$ cat src/sv/deadline_timer_queue_top_macros.svh
// Assertion macros shared by the timer queue RTL.
`ifndef DEADLINE_TIMER_QUEUE_TOP_MACROS_SVH
`define DEADLINE_TIMER_QUEUE_TOP_MACROS_SVH

// Same-cycle implication, checked outside reset.
`define DTQ_ASSERT_NOW(label, ante, cons) \
  label: assert property (@(posedge clk) disable iff (!rst_n) (ante) |-> (cons)) \
    else $error("timer queue check failed");

// Next-cycle implication, checked outside reset.
`define DTQ_ASSERT_NEXT(label, ante, cons) \
  label: assert property (@(posedge clk) disable iff (!rst_n) (ante) |=> (cons)) \
    else $error("timer queue check failed");

`endif

$ cat src/sv/dtq_pkg.sv
// Package with constants and types of the deadline timer queue.
`timescale 1ns / 1ps
`default_nettype none
package dtq_pkg;
  localparam int TIMERS      = 16;
  localparam int TICK_BITS   = 32;
  localparam int ID_W        = 4;
  localparam int DUR_W       = 31;
  localparam int SEQ_W       = 32;
  localparam int REQ_W       = 2;
  localparam int MAX_RESULTS = 16;
  localparam int SCAN_W      = $clog2(TIMERS + 1);
  localparam int CNT_W       = $clog2(MAX_RESULTS + 1);
  localparam logic [TICK_BITS-1:0] HALF_RANGE = {1'b0, {(TICK_BITS-1){1'b1}}};

  localparam logic [REQ_W-1:0] REQ_TICK  = 2'd0;
  localparam logic [REQ_W-1:0] REQ_START = 2'd1;
  localparam logic [REQ_W-1:0] REQ_STOP  = 2'd2;
  localparam logic [REQ_W-1:0] REQ_RSVD  = 2'd3;

  typedef struct packed {
    logic                 v;
    logic [ID_W-1:0]      id;
    logic [TICK_BITS-1:0] late;
    logic [SEQ_W-1:0]     age;
  } cand_t;

  typedef struct packed {
    logic                 arm;
    logic                 stop;
    logic                 fire;
    logic [ID_W-1:0]      id;
    logic [TICK_BITS-1:0] deadline;
    logic [SEQ_W-1:0]     order;
    logic                 shift;
    logic                 clr;
  } cell_ctrl_t;
endpackage
`default_nettype wire

$ cat src/sv/dtq_cell.sv
// One timer cell: holds a timer and merges it into the passing best candidate.
`timescale 1ns / 1ps
`default_nettype none
module dtq_cell (
  input  wire logic                          clk,
  input  wire logic                          rst_n,
  input  wire logic [dtq_pkg::ID_W-1:0]      my_id,
  input  wire dtq_pkg::cell_ctrl_t           ctl,
  input  wire logic [dtq_pkg::TICK_BITS-1:0] tick,
  input  wire logic [dtq_pkg::SEQ_W-1:0]     seq,
  input  wire dtq_pkg::cand_t                cin,
  output dtq_pkg::cand_t                     cout
);
  logic                          armed_r;
  logic [dtq_pkg::TICK_BITS-1:0] dl_r;
  logic [dtq_pkg::SEQ_W-1:0]     ord_r;
  dtq_pkg::cand_t                cand_r;
  logic [dtq_pkg::TICK_BITS-1:0] late;
  logic [dtq_pkg::SEQ_W-1:0]     age;
  logic                          better;
  logic                          match;

  always_comb begin
    late   = tick - dl_r;
    age    = seq - ord_r;
    match  = (ctl.id == my_id);
    // Strict compares keep the lower-index candidate on a full tie.
    better = armed_r && (late < dtq_pkg::HALF_RANGE) &&
             (!cin.v || (late > cin.late) || ((late == cin.late) && (age > cin.age)));
  end

  always_ff @(posedge clk) begin
    if (!rst_n) begin
      armed_r <= 1'b0;
      cand_r.v <= 1'b0;
    end else begin
      if (ctl.arm && match) begin
        armed_r <= 1'b1;
        dl_r    <= ctl.deadline;
        ord_r   <= ctl.order;
      end else if ((ctl.stop || ctl.fire) && match) begin
        armed_r <= 1'b0;
      end
      if (ctl.clr) begin
        cand_r.v <= 1'b0;
      end else if (ctl.shift) begin
        cand_r.v <= better ? 1'b1 : cin.v;
      end
      if (ctl.shift) begin
        cand_r.id   <= better ? my_id : cin.id;
        cand_r.late <= better ? late : cin.late;
        cand_r.age  <= better ? age : cin.age;
      end
    end
  end

  assign cout = cand_r;
endmodule
`default_nettype wire

$ cat config.mk
export PLATFORM = sky130hd
export DESIGN_NAME = dtq_cell
export DESIGN_NICKNAME = d
export VERILOG_FILES = /design/src/sv/deadline_timer_queue_top_macros.svh /design/src/sv/dtq_pkg.sv /design/src/sv/dtq_cell.sv
export SDC_FILE = /design/constraint.sdc
export NUM_CORES = 1
export LEC_CHECK = 0
export ABC_AREA = 1
export BUFFER_PORTS_ARGS = -buffer_cell sky130_fd_sc_hd__buf_2
export CAP_MARGIN = 20
export CORE_MARGIN = 2
export CORE_UTILIZATION = 45
export CTS_BUF_LIST = sky130_fd_sc_hd__clkbuf_16
export DETAILED_ROUTE_END_ITERATION = 8
export MAX_ROUTING_LAYER = met4
export PLACE_DENSITY = 0.75
export SLEW_MARGIN = 0
export SYNTH_ARGS = -nofsm -noshare
export SYNTH_HDL_FRONTEND = slang
export SYNTH_SLANG_ARGS = --single-unit
export TNS_END_PERCENT = 20
$ cat constraint.sdc
create_clock -name clk -period 4.04 [get_ports clk]
set_input_delay 0.606 -clock clk [delete_from_list [all_inputs] [get_ports clk]]
set_output_delay 0.606 -clock clk [all_outputs]
set_load 0.03 [all_outputs]
==> flow_metrics.tcl <==
set metrics [dict create \
    status "finished clean" \
    cts.sinks 134 \
    final_nets 2404 \
    die_h_microns 163 \
    synth_xor_area_share_pct 3.27 \
    post-route-period-util_pct 99.5 \
    rsz0062_at_grt "yes" \
    cts.clk_slew.worst_paths_ns 0.07 \
    drt-initial-drc-count 971 \
    antenna_found_initial 2 \
    synthAdderAreaFrac_pct 14.2 \
    yosysTopAreaCellShare_pct 34.7 \
    finalCriticalPeriod_ns 4.02 \
    syn_nets 1881 \
    tightestPinTransition_ns 0.946 \
    max_cap_viol_count 0 \
    vias 12255 \
    port_buffers 280 \
    met1_usage_pct 36.8 \
    synth_area_sq_um 11400 \
    netlist_instances 1541 \
    synth-seq-area-share_pct 35.1 \
    grt_pass1_wl_microns 55800 \
    wl_per_cell_microns 16.1 \
    synth_compound_area_share_pct 8.34 \
    avgSynthCellArea_sq_um 7.41 \
    vdd.ir_drop.worst_mv 0.263 \
    critPathCaptureType "flop" \
    synthSimpleGateAreaFrac_pct 28.1 \
    fmaxAchievable_ghz 0.249 \
    grt-busiest-layer "met2" \
    drc 0 \
    setup-tns-final_ns 0 \
    cts_root_buffer "clkbuf_16" \
    ios 281 \
    ys_top_cells_by_area "edfxtp_1 35%, nand2_1 15%, ha_1 14%" \
    grt_max_degree 65 \
    yosysTopAreaCell "edfxtp_1" \
    drive_above_1_share_pct 36.8 \
    fp-row-count 58 \
    arrival_ns 4.20 \
    grt-ovfl-total 0 \
    drv_slew 0 \
    grtUsageTotal_pct 27.6 \
    cts_tree "done" \
    use_met2_pct 44.3 \
    final_cells 2408 \
    synth_top_family_by_area "simple AND/OR/NAND/NOR gates" \
    hold_path.class "primary input to flop" \
    core-area_sq_um 25000 \
    critical_path_class "flop to flop" \
    die_w_microns 163 \
    ys_ff_latch 134 \
    hpwl_microns 29300 \
    numCtsBuffers 17 \
    yosys_warnings 0 \
    synth-edff-count 132 \
    relSlewSlack_pct 36.9 \
    async_flop_share_pct 0 \
    postCtsHoldBufs 0 \
    htreeDepth 4 \
    hold_viol 0 \
    finalSetupViolCount 0 \
    power.density_nw_per_um2 283 \
    skew_ns 0.00981 \
    synth_most_common_cell "nand2_1" \
    synth_common_cells "460 x nand2_1, 289 x inv_1, 132 x edfxtp_1, 126 x ha_1, 98 x a21oi_1" \
    clk_latency_ns 0.43 \
    start_util_pct 45.6 \
    drtAntennaViolNets 0 \
    leakage_nw 8.75 \
    postRouteWirelength_microns 38700 \
    area_growth_pct 45.3 \
    grt_pass1_vias 11160 \
    place_congestion 0.980 \
    fin_util_pct 66.2 \
    vias_per_cell 5.09 \
    yosys.cell_types.count 43 \
    dp.cells 2357 \
    cp_max_fo 8 \
    clockBufferDepth 2 \
    cp-start-kind "flop" \
    grtUsageMet3_pct 3.30 \
    cp.required_ns 4.22 \
    dieArea_sq_um 26700 \
    firstDrtPassIters 5 \
    whs_ns 0.344 \
    yosys-mux-area-fraction_pct 0 \
    synth_ff_type "edfxtp_1" \
]
==> worst max-delay path: stages (launching register included) <==
cell	delay [ns]
edfxtp_1	0.37
inv_1	0.07
ha_1	0.24
a21oi_1	0.14
o21ai_1	0.12
a21oi_2	0.15
buf_4	0.13
inv_1	0.05
buf_4	0.12
nand3_1	0.08
nand3_2	0.16
nand2_1	0.13
nand2_1	0.09
xor2_2	0.16
ha_1	0.31
nand2_1	0.14
nor4_2	0.23
buf_4	0.15
nand3_1	0.07
nand2_1	0.08
nand2_2	0.07
nand3_4	0.11
nand3_4	0.20
clkbuf_16	0.26
nand2_2	0.06
nand2_1	0.05
==> worst paths after layout <==
kind                                            start                    end  slack (ns)  cells after the start
worst max-delay path               ord_r[2]$_DFFE_PP_     cout[59]$_DFFE_PP_        0.02                     25
worst min register to register  cout[68]$_SDFFE_PP0P_  cout[68]$_SDFFE_PP0P_        0.57                      2
worst max register to register     ord_r[2]$_DFFE_PP_     cout[59]$_DFFE_PP_        0.02                     25
worst min-delay path                          ctl[62]     dl_r[28]$_DFFE_PP_        0.34                      1
==> cell type report <==
| type | count | area (sq um) |
|---|---|---|
| antenna | 2 | 5.00 |
| clock inverter | 14 | 161 |
| multi-input combinational | 1084 | 7000 |
| fill | 2112 | 8450 |
| inverter | 294 | 1100 |
| sequential | 134 | 4000 |
| clock buffer | 17 | 425 |
| timing repair buffer | 533 | 3470 |
| tap | 330 | 413 |
==> per-stage QoR <==
step,power [mW],cell area (sq um),setup slack (ns)
floorplan,2.34,11400,0.00300
global placement,2.93,14900,-0.606
detailed placement,2.96,14900,-0.603
CTS,4.57,15600,-0.00188
global route,4.92,16600,-0.218
finish,4.70,16600,0.0206
==> layout by cell type, fill, tap and decap left out, drive strengths merged, types with 2 or more instances in the layout <==
cell,synthesis,final
ha,126,126
a21oi,100,100
o21a,6,6
nor3,12,12
fa,2,2
nor2,98,98
diode,0,2
edfxtp,132,132
nand2,479,479
a211oi,3,3
o211ai,4,4
a21boi,3,3
xnor2,15,15
a31oi,2,2
nand3,46,47
buf,18,528
nand4,85,85
nor4,7,7
xor2,25,25
o21bai,4,4
and2,3,3
clkbuf,12,22
a21o,4,4
inv,294,297
clkinv,0,7
bufinv,0,3
a41oi,2,2
dfxtp,2,2
o21ai,46,46
nand3b,8,8
==> flip-flops by register name, indices dropped and copies added (netlist names) <==
register	count
ord_r	32
cout	69
dl_r	32
armed_r	1
==> power breakdown <==
| part | internal, mW | switching (mW) |
|---|---|---|
| registers | 1.58 | 0.0178 |
| clock network | 0.963 | 0.658 |
| logic | 0.646 | 0.831 |
==> kinds of logic after synthesis <==
family,Yosys count
AOI/OAI and AO/OA,174
and+or+nand+nor,741
adders and majority gates,128
xor gates and xnor gates,40
DFF,134
buffers and inverters,324
==> routing by layer <==
metal  up-vias  wire, microns
met4         0           1150
met1      5598          17100
met5         -              0
met3        65           2590
li1       6100              -
met2       492          17800
==> what timing repair did <==
action,CTS,global route
gates cloned,0,8
pin swaps,0,45
endpoints found under the setup margin,68,68
buffers inserted,0,10
resized for setup,6,200
No activity file was read; power rests on OpenSTA's default activity.
